--- config.mk ---
export PLATFORM = sky130hd
export DESIGN_NAME = ehp_div_pipe
export DESIGN_NICKNAME = d
export VERILOG_FILES = /design/src/rtl/ehp_div_pipe.sv
export SDC_FILE = /design/constraint.sdc
export NUM_CORES = 2
export LEC_CHECK = 0
export ABC_AREA = 0
export ABC_CLOCK_PERIOD_IN_PS = 4590
export BUFFER_PORTS_ARGS = -buffer_cell sky130_fd_sc_hd__buf_2
export CAP_MARGIN = 10
export CORE_MARGIN = 2
export CORE_UTILIZATION = 43
export DETAILED_ROUTE_END_ITERATION = 7
export HOLD_SLACK_MARGIN = 0.08
export RECOVER_POWER = 25
export SYNTH_ARGS = -nofsm -noshare
export SYNTH_HDL_FRONTEND = slang
export SYNTH_SLANG_ARGS = --single-unit
--- constraint.sdc ---
create_clock -name clock -period 4.59 [get_ports clock]
set_input_delay 0.2295 -clock clock [delete_from_list [all_inputs] [get_ports clock]]
set_output_delay 0.2295 -clock clock [all_outputs]
set_load 0.05 [all_outputs]
--- src/rtl/ehp_div_pipe.sv ---
// Pipelined restoring divider, one quotient bit per register stage.
// Computes the leading quotient bits of num / den for num below twice den; no package use.
`timescale 1ns / 1ps
`default_nettype none
module ehp_div_pipe #(
   parameter int AW     = 32,
   parameter int QB     = 17,
   parameter int SIDE_W = 1
) (
   input  wire logic              clock,
   input  wire logic              reset,
   input  wire logic              in_valid,
   input  wire logic [AW-1:0]     in_num,
   input  wire logic [AW-1:0]     in_den,
   input  wire logic [SIDE_W-1:0] in_side,
   output logic                   out_valid,
   output logic [QB-1:0]          out_quot,
   output logic [SIDE_W-1:0]      out_side
);
   logic [AW-1:0]     rem_ff  [QB];
   logic [AW-1:0]     den_ff  [QB];
   logic [QB-1:0]     quot_ff [QB];
   logic [SIDE_W-1:0] side_ff [QB];
   logic [QB-1:0]     vld_ff;

   logic [AW-1:0]     rem_in  [QB];
   logic [QB-1:0]     quot_in [QB];

   always_comb begin
      logic [AW:0]   t;
      logic [AW-1:0] dc;
      logic [QB-1:0] qc;
      logic          take;
      for (int k = 0; k < QB; k++) begin
         if (k == 0) begin
            t  = {1'b0, in_num};
            dc = in_den;
            qc = '0;
         end else begin
            t  = {rem_ff[k-1], 1'b0};
            dc = den_ff[k-1];
            qc = quot_ff[k-1];
         end
         take       = (t >= {1'b0, dc});
         rem_in[k]  = take ? AW'(t - {1'b0, dc}) : AW'(t);
         quot_in[k] = {qc[QB-2:0], take};
      end
   end

   always_ff @(posedge clock) begin
      if (reset) begin
         vld_ff <= '0;
      end else begin
         vld_ff <= {vld_ff[QB-2:0], in_valid};
      end
      for (int k = 0; k < QB; k++) begin
         rem_ff[k]  <= rem_in[k];
         quot_ff[k] <= quot_in[k];
         if (k == 0) begin
            den_ff[k]  <= in_den;
            side_ff[k] <= in_side;
         end else begin
            den_ff[k]  <= den_ff[k-1];
            side_ff[k] <= side_ff[k-1];
         end
      end
   end

   assign out_valid = vld_ff[QB-1];
   assign out_quot  = quot_ff[QB-1];
   assign out_side  = side_ff[QB-1];
endmodule
`default_nettype wire

==> impl_metrics.yaml <==
global_route:
  grtUsageTotal_pct: 19.91
  grt_antenna_before_repair: 0
  grt_pass1_wl_um: 221200
  grt.overflow.total: 0
  grt_max_degree: 64
  grt_pass1_vias: 43060
routing:
  wl_per_cell_um: 16.29
  routed_via_density: 5.166
  drtPass1Iterations: 5
  final_antenna_net_count: 0
  vias: 43710
  drc_errors: 0
  wirelength_um: 137900
  drt_iter0_drc: 2418
synth:
  synth_cell_types: 95
  synth_top_area_share_pct: 41.89
  synth_xor_area_share_pct: 6.431
  async_flop_share_pct: 0
  syn_area_um2: 57880
  synth_compound_area_share_pct: 19.41
  synth-simple-area-share_pct: 11.61
  yosys_warnings: 0
  synth_edf_count: 0
  synth_seq_cells: 1211
  synth_nets: 7001
  synthMuxAreaShare_pct: 2.588
  synthCells: 6374
  synth_largest_area_cell: "dfxtp_1"
  synth_ff_type: "dfxtp_1"
  synth_top_family_by_area: "compound AO/OA/AOI/OAI gates"
  synth_fa_ha_area_share_pct: 12.29
  postSynthAreaPerCell_um2: 9.080
  ys_seq_area_share_pct: 41.89
  synthTopCellsByArea: "dfxtp_1 42%, ha_1 12%, inv_1 4.4%, a21oi_1 4.4%, o21ai_0 4.1%"
placed_design:
  dpl.hpwl_um: 109200
  place_congestion: 0.9017
  dpl_cell_area_um2: 60320
  pre_cts_ws_ns: 0.6000
  portBuffers: 86
  dp.cells: 8118
worst_setup_path:
  cp-start-kind: "primary input"
  cp_slowest_stage_delay_ns: 0.55
  endpoint_kind: "flop"
  cp.depth: 17
  cp.required_ns: 5.22
  path_class: "in2reg"
  r2r_cells: 14
  cp_slowest_cell: "dlygate4sd3_1"
  crit_chain: "dlygate4sd3_1 > buf_2 > inv_1 > ha_1 > fa_1 > nor2b_1 > o31a_1 > o31ai_1 > a21o_1 > o22ai_1 > a2111oi_0 > o31ai_1 > a31oi_1 > o21ai_4 > buf_12 > mux2_2 > dlygate4sd3_1"
  worst-path-buf-inv: 5
  crit_arrival_ns: 4.75
  path_max_fanout: 37
  crit_family: "compound AO/OA/AOI/OAI gates"
clock_network:
  cts_tree: "yes"
  cts_htree_levels: 4
  clkLatencyLatePin_ns: 0.78
  cts_root_buffer: "clkbuf_16"
  cts_max_path_buffers: 3
  numCtsBuffers: 137
  clock-sinks: 1211
  cts_setup_buffers: 0
  clk_pin_slew_ns: 0.05
layout:
  layout.nets: 7217
  insertedDiodeCount: 0
  instances_no_fill: 8461
  final_common_cell: "dfxtp_1"
  utilization_pct: 49.60
  final_cell_mix: "1211 x dfxtp_1, 679 x inv_1, 543 x ha_1"
  syn_to_final_growth_pct: 14.37
  stdcell_area_um2: 66200
  drive_gt1_share_pct: 8.203
timing:
  holdWs_ns: 0.1604
  fin_crit_sh_pct: 89.67
  hold_violations: 0
  layout_setup_ws_ns: 0.4741
  tightest_slew_ns: 1.056
  max_freq_mhz: 243.0
  finalSetupViolations: 0
  period_needed_ns: 4.116
  slew_headroom_pct: 29.35
  rsz0062_at_grt: "false"
  fin_setup_tns_ns: 0
  worst_clock_skew_ns: 0.05884
  drv_slew: 0
die:
  die_h_um: 370.9
  start_util_pct: 43.37
  row_count: 134
  dieWidth_um: 370.9
  ios: 87
  die-area_um2: 137500
  core_area_um2: 133500
power_and_ir_drop:
  power_mw: 52.52
  powerDensity_nw_per_um2: 793.4
  leakage_nw: 30.77
  max-vdd-ir-drop_v: 0.0007465
job:
  cap_viol_max_count: 0
status:
  outcome: "finished clean"
min_path:
  whs_path_depth: 2
  hold_path.class: "in2reg"
cell families (layout without fill, tap and decap cells):
family | Yosys count | in the layout
AOI/OAI and AO/OA | 1785 | 1785
xor gates and xnor gates | 425 | 425
adders and majority gates | 559 | 559
buffers and inverters | 848 | 1167
DFF | 1211 | 1211
muxes | 133 | 133
and+or+nand+nor | 1413 | 1413
worst register-to-register path, delay by kind of cell (launching register included):
family | cells | cell delay, ns
flip-flops | 1 | 0.37
buffers and inverters | 2 | 0.38
AND/OR/NAND/NOR | 2 | 0.40
adder cells (fa/ha/maj) | 1 | 0.29
AO/OA/AOI/OAI | 9 | 2.44
worst paths after layout:
kind	start	end	slack [ns]
hold / removal	in_den[15]	den_ff[0][15]	0.16
hold reg to reg	quot_ff[0][208]	quot_ff[0][226]	0.30
setup reg to reg	den_ff[0][1]	rem_ff[0][63]	0.62
setup / recovery	in_num[0]	rem_ff[0][8]	0.47
layout make-up:
cell class / instances / area (µm²)
Timing Repair Buffer: 243 / 1964
Multi-Input combinational cell: 4315 / 30340
Inverter: 682 / 2562
Sequential cell: 1211 / 24240
Clock buffer: 179 / 3806
Tap cell: 1768 / 2212
Clock inverter: 63 / 1065
Fill cell: 12510 / 67260
Yosys cell counts, types with 16 or more instances:
cell type	count
a211oi_1	32
a21o_1	265
a21oi_1	507
a31oi_1	61
and2_1	25
and3_1	36
and4_1	17
buf_2	30
buf_4	26
clkbuf_1	105
dfxtp_1	1211
fa_1	16
ha_1	543
inv_1	679
mux2_2	111
nand2_1	472
nand2b_1	79
nand3_1	81
nand4_1	80
nor2_1	348
nor2b_1	100
nor3_1	73
nor4_1	21
o211ai_1	18
o21a_1	76
o21ai_0	478
o21bai_1	83
o31a_1	24
o31ai_1	41
or2_2	19
or3_1	25
xnor2_1	235
xor2_1	190
sequential cells by signal (all words and copies together) (netlist names):
| signal | flops |
|---|---|
| rem_ff | 512 |
| quot_ff | 153 |
| den_ff | 512 |
| side_ff | 17 |
| vld_ff | 17 |
layer usage:
layer	vias up	routed length, µm	track usage [%]
li1	22420	-	-
met1	20300	59500	23.11
met2	719	68590	36.30
met3	268	4448	2.914
met4	0	5324	8.315
met5	-	0	0
timing repair:
action,in CTS,in global routing
hold endpoints to repair,83,0
resized for setup,0,0
hold buffers,101,0
where the power goes:
group | total [mW] | internal (mW) | switching (mW)
clock | 11.4 | 6.82 | 4.59
combinational | 25.3 | 11.1 | 14.1
sequential | 15.9 | 14.0 | 1.90
Power figures use the tool's default switching activity.
