$ cat src/rtl/ehp_sqrt_pipe.sv
// Pipelined digit-by-digit floor square root, one root bit per register stage.
// Carries a side vector along with each word; uses no package items.
`timescale 1ns / 1ps
`default_nettype none
module ehp_sqrt_pipe #(
   parameter int VPAIRS = 17,
   parameter int ZPAIRS = 0,
   parameter int SIDE_W = 1
) (
   input  wire logic                       clock,
   input  wire logic                       reset,
   input  wire logic                       in_valid,
   input  wire logic [2*VPAIRS-1:0]        in_value,
   input  wire logic [SIDE_W-1:0]          in_side,
   output logic                            out_valid,
   output logic [VPAIRS+ZPAIRS-1:0]        out_root,
   output logic [SIDE_W-1:0]               out_side
);
   localparam int TOTAL = VPAIRS + ZPAIRS;
   localparam int RW    = TOTAL + 2;
   localparam int VW    = 2 * VPAIRS;

   logic [RW-1:0]     rem_ff  [TOTAL];
   logic [TOTAL-1:0]  root_ff [TOTAL];
   logic [VW-1:0]     val_ff  [TOTAL];
   logic [SIDE_W-1:0] side_ff [TOTAL];
   logic [TOTAL-1:0]  vld_ff;

   logic [RW-1:0]     rem_in  [TOTAL];
   logic [TOTAL-1:0]  root_in [TOTAL];

   always_comb begin
      logic [RW-1:0]    rc;
      logic [RW-1:0]    rs;
      logic [RW-1:0]    tr;
      logic [TOTAL-1:0] oc;
      logic [VW-1:0]    vc;
      logic [1:0]       pair;
      logic             take;
      for (int k = 0; k < TOTAL; k++) begin
         if (k == 0) begin
            rc = '0;
            oc = '0;
            vc = in_value;
         end else begin
            rc = rem_ff[k-1];
            oc = root_ff[k-1];
            vc = val_ff[k-1];
         end
         if (TOTAL - 1 - k >= ZPAIRS) begin
            pair = vc[2*(TOTAL-1-k-ZPAIRS) +: 2];
         end else begin
            pair = 2'b00;
         end
         rs   = {rc[RW-3:0], pair};
         tr   = {oc, 2'b01};
         take = (rs >= tr);
         rem_in[k]  = take ? (rs - tr) : rs;
         root_in[k] = {oc[TOTAL-2:0], take};
      end
   end

   always_ff @(posedge clock) begin
      if (reset) begin
         vld_ff <= '0;
      end else begin
         vld_ff <= {vld_ff[TOTAL-2:0], in_valid};
      end
      for (int k = 0; k < TOTAL; k++) begin
         rem_ff[k]  <= rem_in[k];
         root_ff[k] <= root_in[k];
         if (k == 0) begin
            val_ff[k]  <= in_value;
            side_ff[k] <= in_side;
         end else begin
            val_ff[k]  <= val_ff[k-1];
            side_ff[k] <= side_ff[k-1];
         end
      end
   end

   assign out_valid = vld_ff[TOTAL-1];
   assign out_root  = root_ff[TOTAL-1];
   assign out_side  = side_ff[TOTAL-1];
endmodule
`default_nettype wire

$ cat config.mk
export PLATFORM = sky130hd
export DESIGN_NAME = ehp_sqrt_pipe
export DESIGN_NICKNAME = d
export VERILOG_FILES = /design/src/rtl/ehp_sqrt_pipe.sv
export SDC_FILE = /design/constraint.sdc
export NUM_CORES = 1
export LEC_CHECK = 0
export BUFFER_PORTS_ARGS = -buffer_cell sky130_fd_sc_hd__buf_2
export CORE_AREA = 2 2 207 229
export CTS_CLUSTER_SIZE = 30
export DETAILED_ROUTE_END_ITERATION = 10
export DIE_AREA = 0 0 209 231
export HOLD_SLACK_MARGIN = 0.02
export PLACE_DENSITY = 0.75
export SYNTH_ARGS = -nofsm -noshare
export SYNTH_HDL_FRONTEND = slang
export SYNTH_SLANG_ARGS = --single-unit
$ cat constraint.sdc
create_clock -name clock -period 2.55 [get_ports clock]
set_input_delay 0.3825 -clock clock [delete_from_list [all_inputs] [get_ports clock]]
set_output_delay 0.3825 -clock clock [all_outputs]
set_load 0.01 [all_outputs]
==> metrics.cfg <==
[route]
wire_per_inst_um=15.38
vias_per_cell=5.229
antenna_left=0
initialDrtViolationCount=758
dr.pass1.iters=5
vias=17424
wl_um=51250
drc=0

[global_route]
grt_first_pass_wirelength_um=83320
antenna_found_initial=0
first_global_vias=17400
grt_max_degree=28
grt_usage=0.2118
grt_overflow_total=0

[floorplanning]
coreArea_sq_um=46210
die_area_sq_um=48280
initial_core_util=0.5522
num_rows=83
die_w_um=209
die_h_um=231
ios=57

[power_and_ir_drop]
powerDensity_nw_per_um2=1084
p_leak_nw=14.48
irDropWorstVdd_v=0.0007137

[sta]
setup_tns_ps=-143.2
slew_headroom=0.5702
finalCriticalPeriod_ps=2572
final_hold_viol_count=0
tightest_slew_ps=638.8
setup_viol=9
rsz0062_at_grt=true
layout_setup_ws_ps=-22.17
skew_ps=23.01
slew_violations=0
clock.fmax_mhz=388.8
whs_ps=182.4
finalCritPeriodShare=1.009

[place]
dp_hpwl_um=36900
dp_slack_ps=-49.19
gp_congestion=0.8774
placed_cells=3165
io_buffers=56

[yosys]
avgSynthCellArea_sq_um=10.38
synthArstFlopShare=0
syn_inst=2459
synth_edf_count=0
yosysSeqAreaShare=0.5594
synth-warning-count=0
syn_nets=2667
synth_seq_cells=713
synthFlopType=dfxtp_1
yosysUniqueCellTypes=69
syn_area_sq_um=25520

[critical_path]
cp_slowest_cell=or4b_4
crit_path_end_kind=flop
arrival_ps=3060
cp.required_ps=3040
path_buf_inv=2
cp-start-kind=flop
crit_chain=inv_2 > ha_4 > or3_1 > o22a_1 > a21bo_1 > a211o_1 > or4b_4 > buf_12 > nor2_1 > a21oi_1
cp_slowest_stage_delay_ps=570
critPathKind=flop to flop
cp_max_fo=15
cp_top_family=simple AND/OR/NAND/NOR gates

[cells_and_area]
stdcell_count=3332
diodes=0
fill_cells=3483
fin_nets=2892
drive_gt1_frac=0.1450
final_util=0.6563
syn_to_final_growth_pct=18.85

[clock_tree]
cts.reportedPaths.clkPinSlew_ps=60
clockBufferDepth=3
clkLatencyLatePin_ps=610
htree_levels=3
clock-sinks=713
root_buffer=clkbuf_16
tritoncts=done
numCtsBuffers=69

[min_path]
hold_path_class=input port to flop

[job]
cap_violations=0

[outcome]
violations=negative setup slack
status=finished with violations

routing by layer:
layer / part of all wire / track usage / vias up
li1: - / - / 8805
met4: 0.033 / 0.09219 / 0
met2: 0.51 / 0.3879 / 340
met5: 0 / 0 / -
met3: 0.035 / 0.03210 / 109
met1: 0.43 / 0.2447 / 8170
power breakdown:
group	switching, mW	total, mW	internal, mW
combinational	3.83	7.52	3.69
clock	4.27	10.9	6.64
sequential	1.32	14.4	13.1
total	9.41	32.9	23.5
synth_stat cells, types with 4 or more instances:
master / instances / area share
o31a_1: 4 / 0.0014
nand3b_1: 7 / 0.0021
and3_1: 5 / 0.0012
a21oi_1: 123 / 0.024
buf_4: 17 / 0.0050
mux2_2: 36 / 0.016
o21ai_0: 123 / 0.024
o21a_1: 45 / 0.013
nand4_1: 23 / 0.0056
o211ai_1: 5 / 0.0015
o21bai_1: 11 / 0.0032
o2111ai_1: 4 / 0.0014
nand3_1: 44 / 0.0086
or3_1: 27 / 0.0066
nor4b_1: 5 / 0.0017
ha_1: 170 / 0.083
a211o_1: 7 / 0.0024
a21o_1: 53 / 0.016
mux2i_1: 7 / 0.0027
a211oi_1: 14 / 0.0041
nor2b_1: 41 / 0.010
and2_1: 9 / 0.0022
o41ai_1: 6 / 0.0021
inv_1: 207 / 0.030
nand2b_1: 35 / 0.0086
xor2_1: 79 / 0.027
or4_1: 12 / 0.0035
a2111oi_0: 5 / 0.0017
nand2_1: 142 / 0.021
clkbuf_1: 44 / 0.0065
nor3_1: 68 / 0.013
nor4_1: 19 / 0.0047
xnor2_1: 92 / 0.032
a41oi_1: 4 / 0.0014
nor2_1: 158 / 0.023
dfxtp_1: 713 / 0.56
or2_2: 9 / 0.0022
nand4b_1: 4 / 0.0014
o31ai_1: 13 / 0.0038
a31oi_1: 17 / 0.0042
per-stage QoR:
stage	cell area (sq um)	power [mW]
3_5_place_dp	27180	21.77
4_1_cts	30090	32.82
5_1_grt	30330	34.60
6_report	30330	32.87
2_1_floorplan	25530	19.37
3_3_place_gp	27180	21.56
final timing paths:
kind / to / slack (ps) / depth (start not counted) / start
max reg2reg: rem_ff[0][136] / -20 / 10 / root_ff[0][102]
max: rem_ff[0][136] / -20 / 10 / root_ff[0][102]
min: vld_ff[1] / 180 / 2 / reset
min reg2reg: val_ff[0][409] / 310 / 0 / val_ff[0][375]
state kept, by name, summed over array words and instances, names as in the netlist:
name     count
vld_ff      17
val_ff     272
side_ff     17
rem_ff     254
root_ff    153
cell families (layout without fill, tap and decap cells):
kind of cell / count (synthesis) / after routing / share of synthesized area
DFF: 713 / 713 / 0.5594
and+or+nand+nor: 615 / 615 / 0.1184
AOI/OAI and AO/OA: 470 / 470 / 0.1171
buffers and inverters: 275 / 553 / 0.04369
xor gates and xnor gates: 171 / 171 / 0.05869
adders and majority gates: 170 / 170 / 0.08335
muxes: 44 / 44 / 0.01922
other: 1 / 1 / 0.0001470
cell usage in the layout, fill, tap and decap left out, types with 26 or more instances in the layout:
| cell | n |
|---|---|
| o21ai_0 | 115 |
| xor2_1 | 79 |
| buf_2 | 56 |
| nand3_1 | 44 |
| mux2_2 | 35 |
| buf_4 | 122 |
| clkbuf_16 | 71 |
| nor2_1 | 154 |
| a21o_1 | 53 |
| inv_1 | 204 |
| dfxtp_1 | 709 |
| xnor2_1 | 92 |
| nand2_1 | 140 |
| a21oi_1 | 119 |
| nor2b_1 | 41 |
| o21a_1 | 45 |
| nor3_1 | 64 |
| or3_1 | 26 |
| ha_1 | 164 |
| nand2b_1 | 35 |
| dlygate4sd3_1 | 37 |
layout make-up:
type | instances | area [sq um] | share of cell area
clock buffer | 90 | 1927 | 0.06353
timing repair buffer | 220 | 1672 | 0.05512
sequential | 713 | 14280 | 0.4708
tap | 595 | 744.5 | 0.02455
clock inverter | 34 | 573.1 | 0.01889
inverter | 209 | 784.5 | 0.02587
multi-input combinational | 1471 | 10350 | 0.3413
worst register-to-register path, cell delays in order, from the launching register on:
cell and delay, ps:
dfxtp_2 330, inv_2 40, ha_4 150, or3_1 360
o22a_1 230, a21bo_1 190, a211o_1 270, or4b_4 570
buf_12 190, nor2_1 90, a21oi_1 40
what timing repair did:
| item | CTS | global route |
|---|---|---|
| endpoints found under the hold margin | 37 | 0 |
| hold buffers | 37 | 0 |
| buffers inserted | 1 | 4 |
| pin swaps | 0 | 9 |
| gates cloned | 0 | 1 |
| endpoints found under the setup margin | 17 | 116 |
| resized for setup | 11 | 49 |
(Power assumes the default switching activity.)
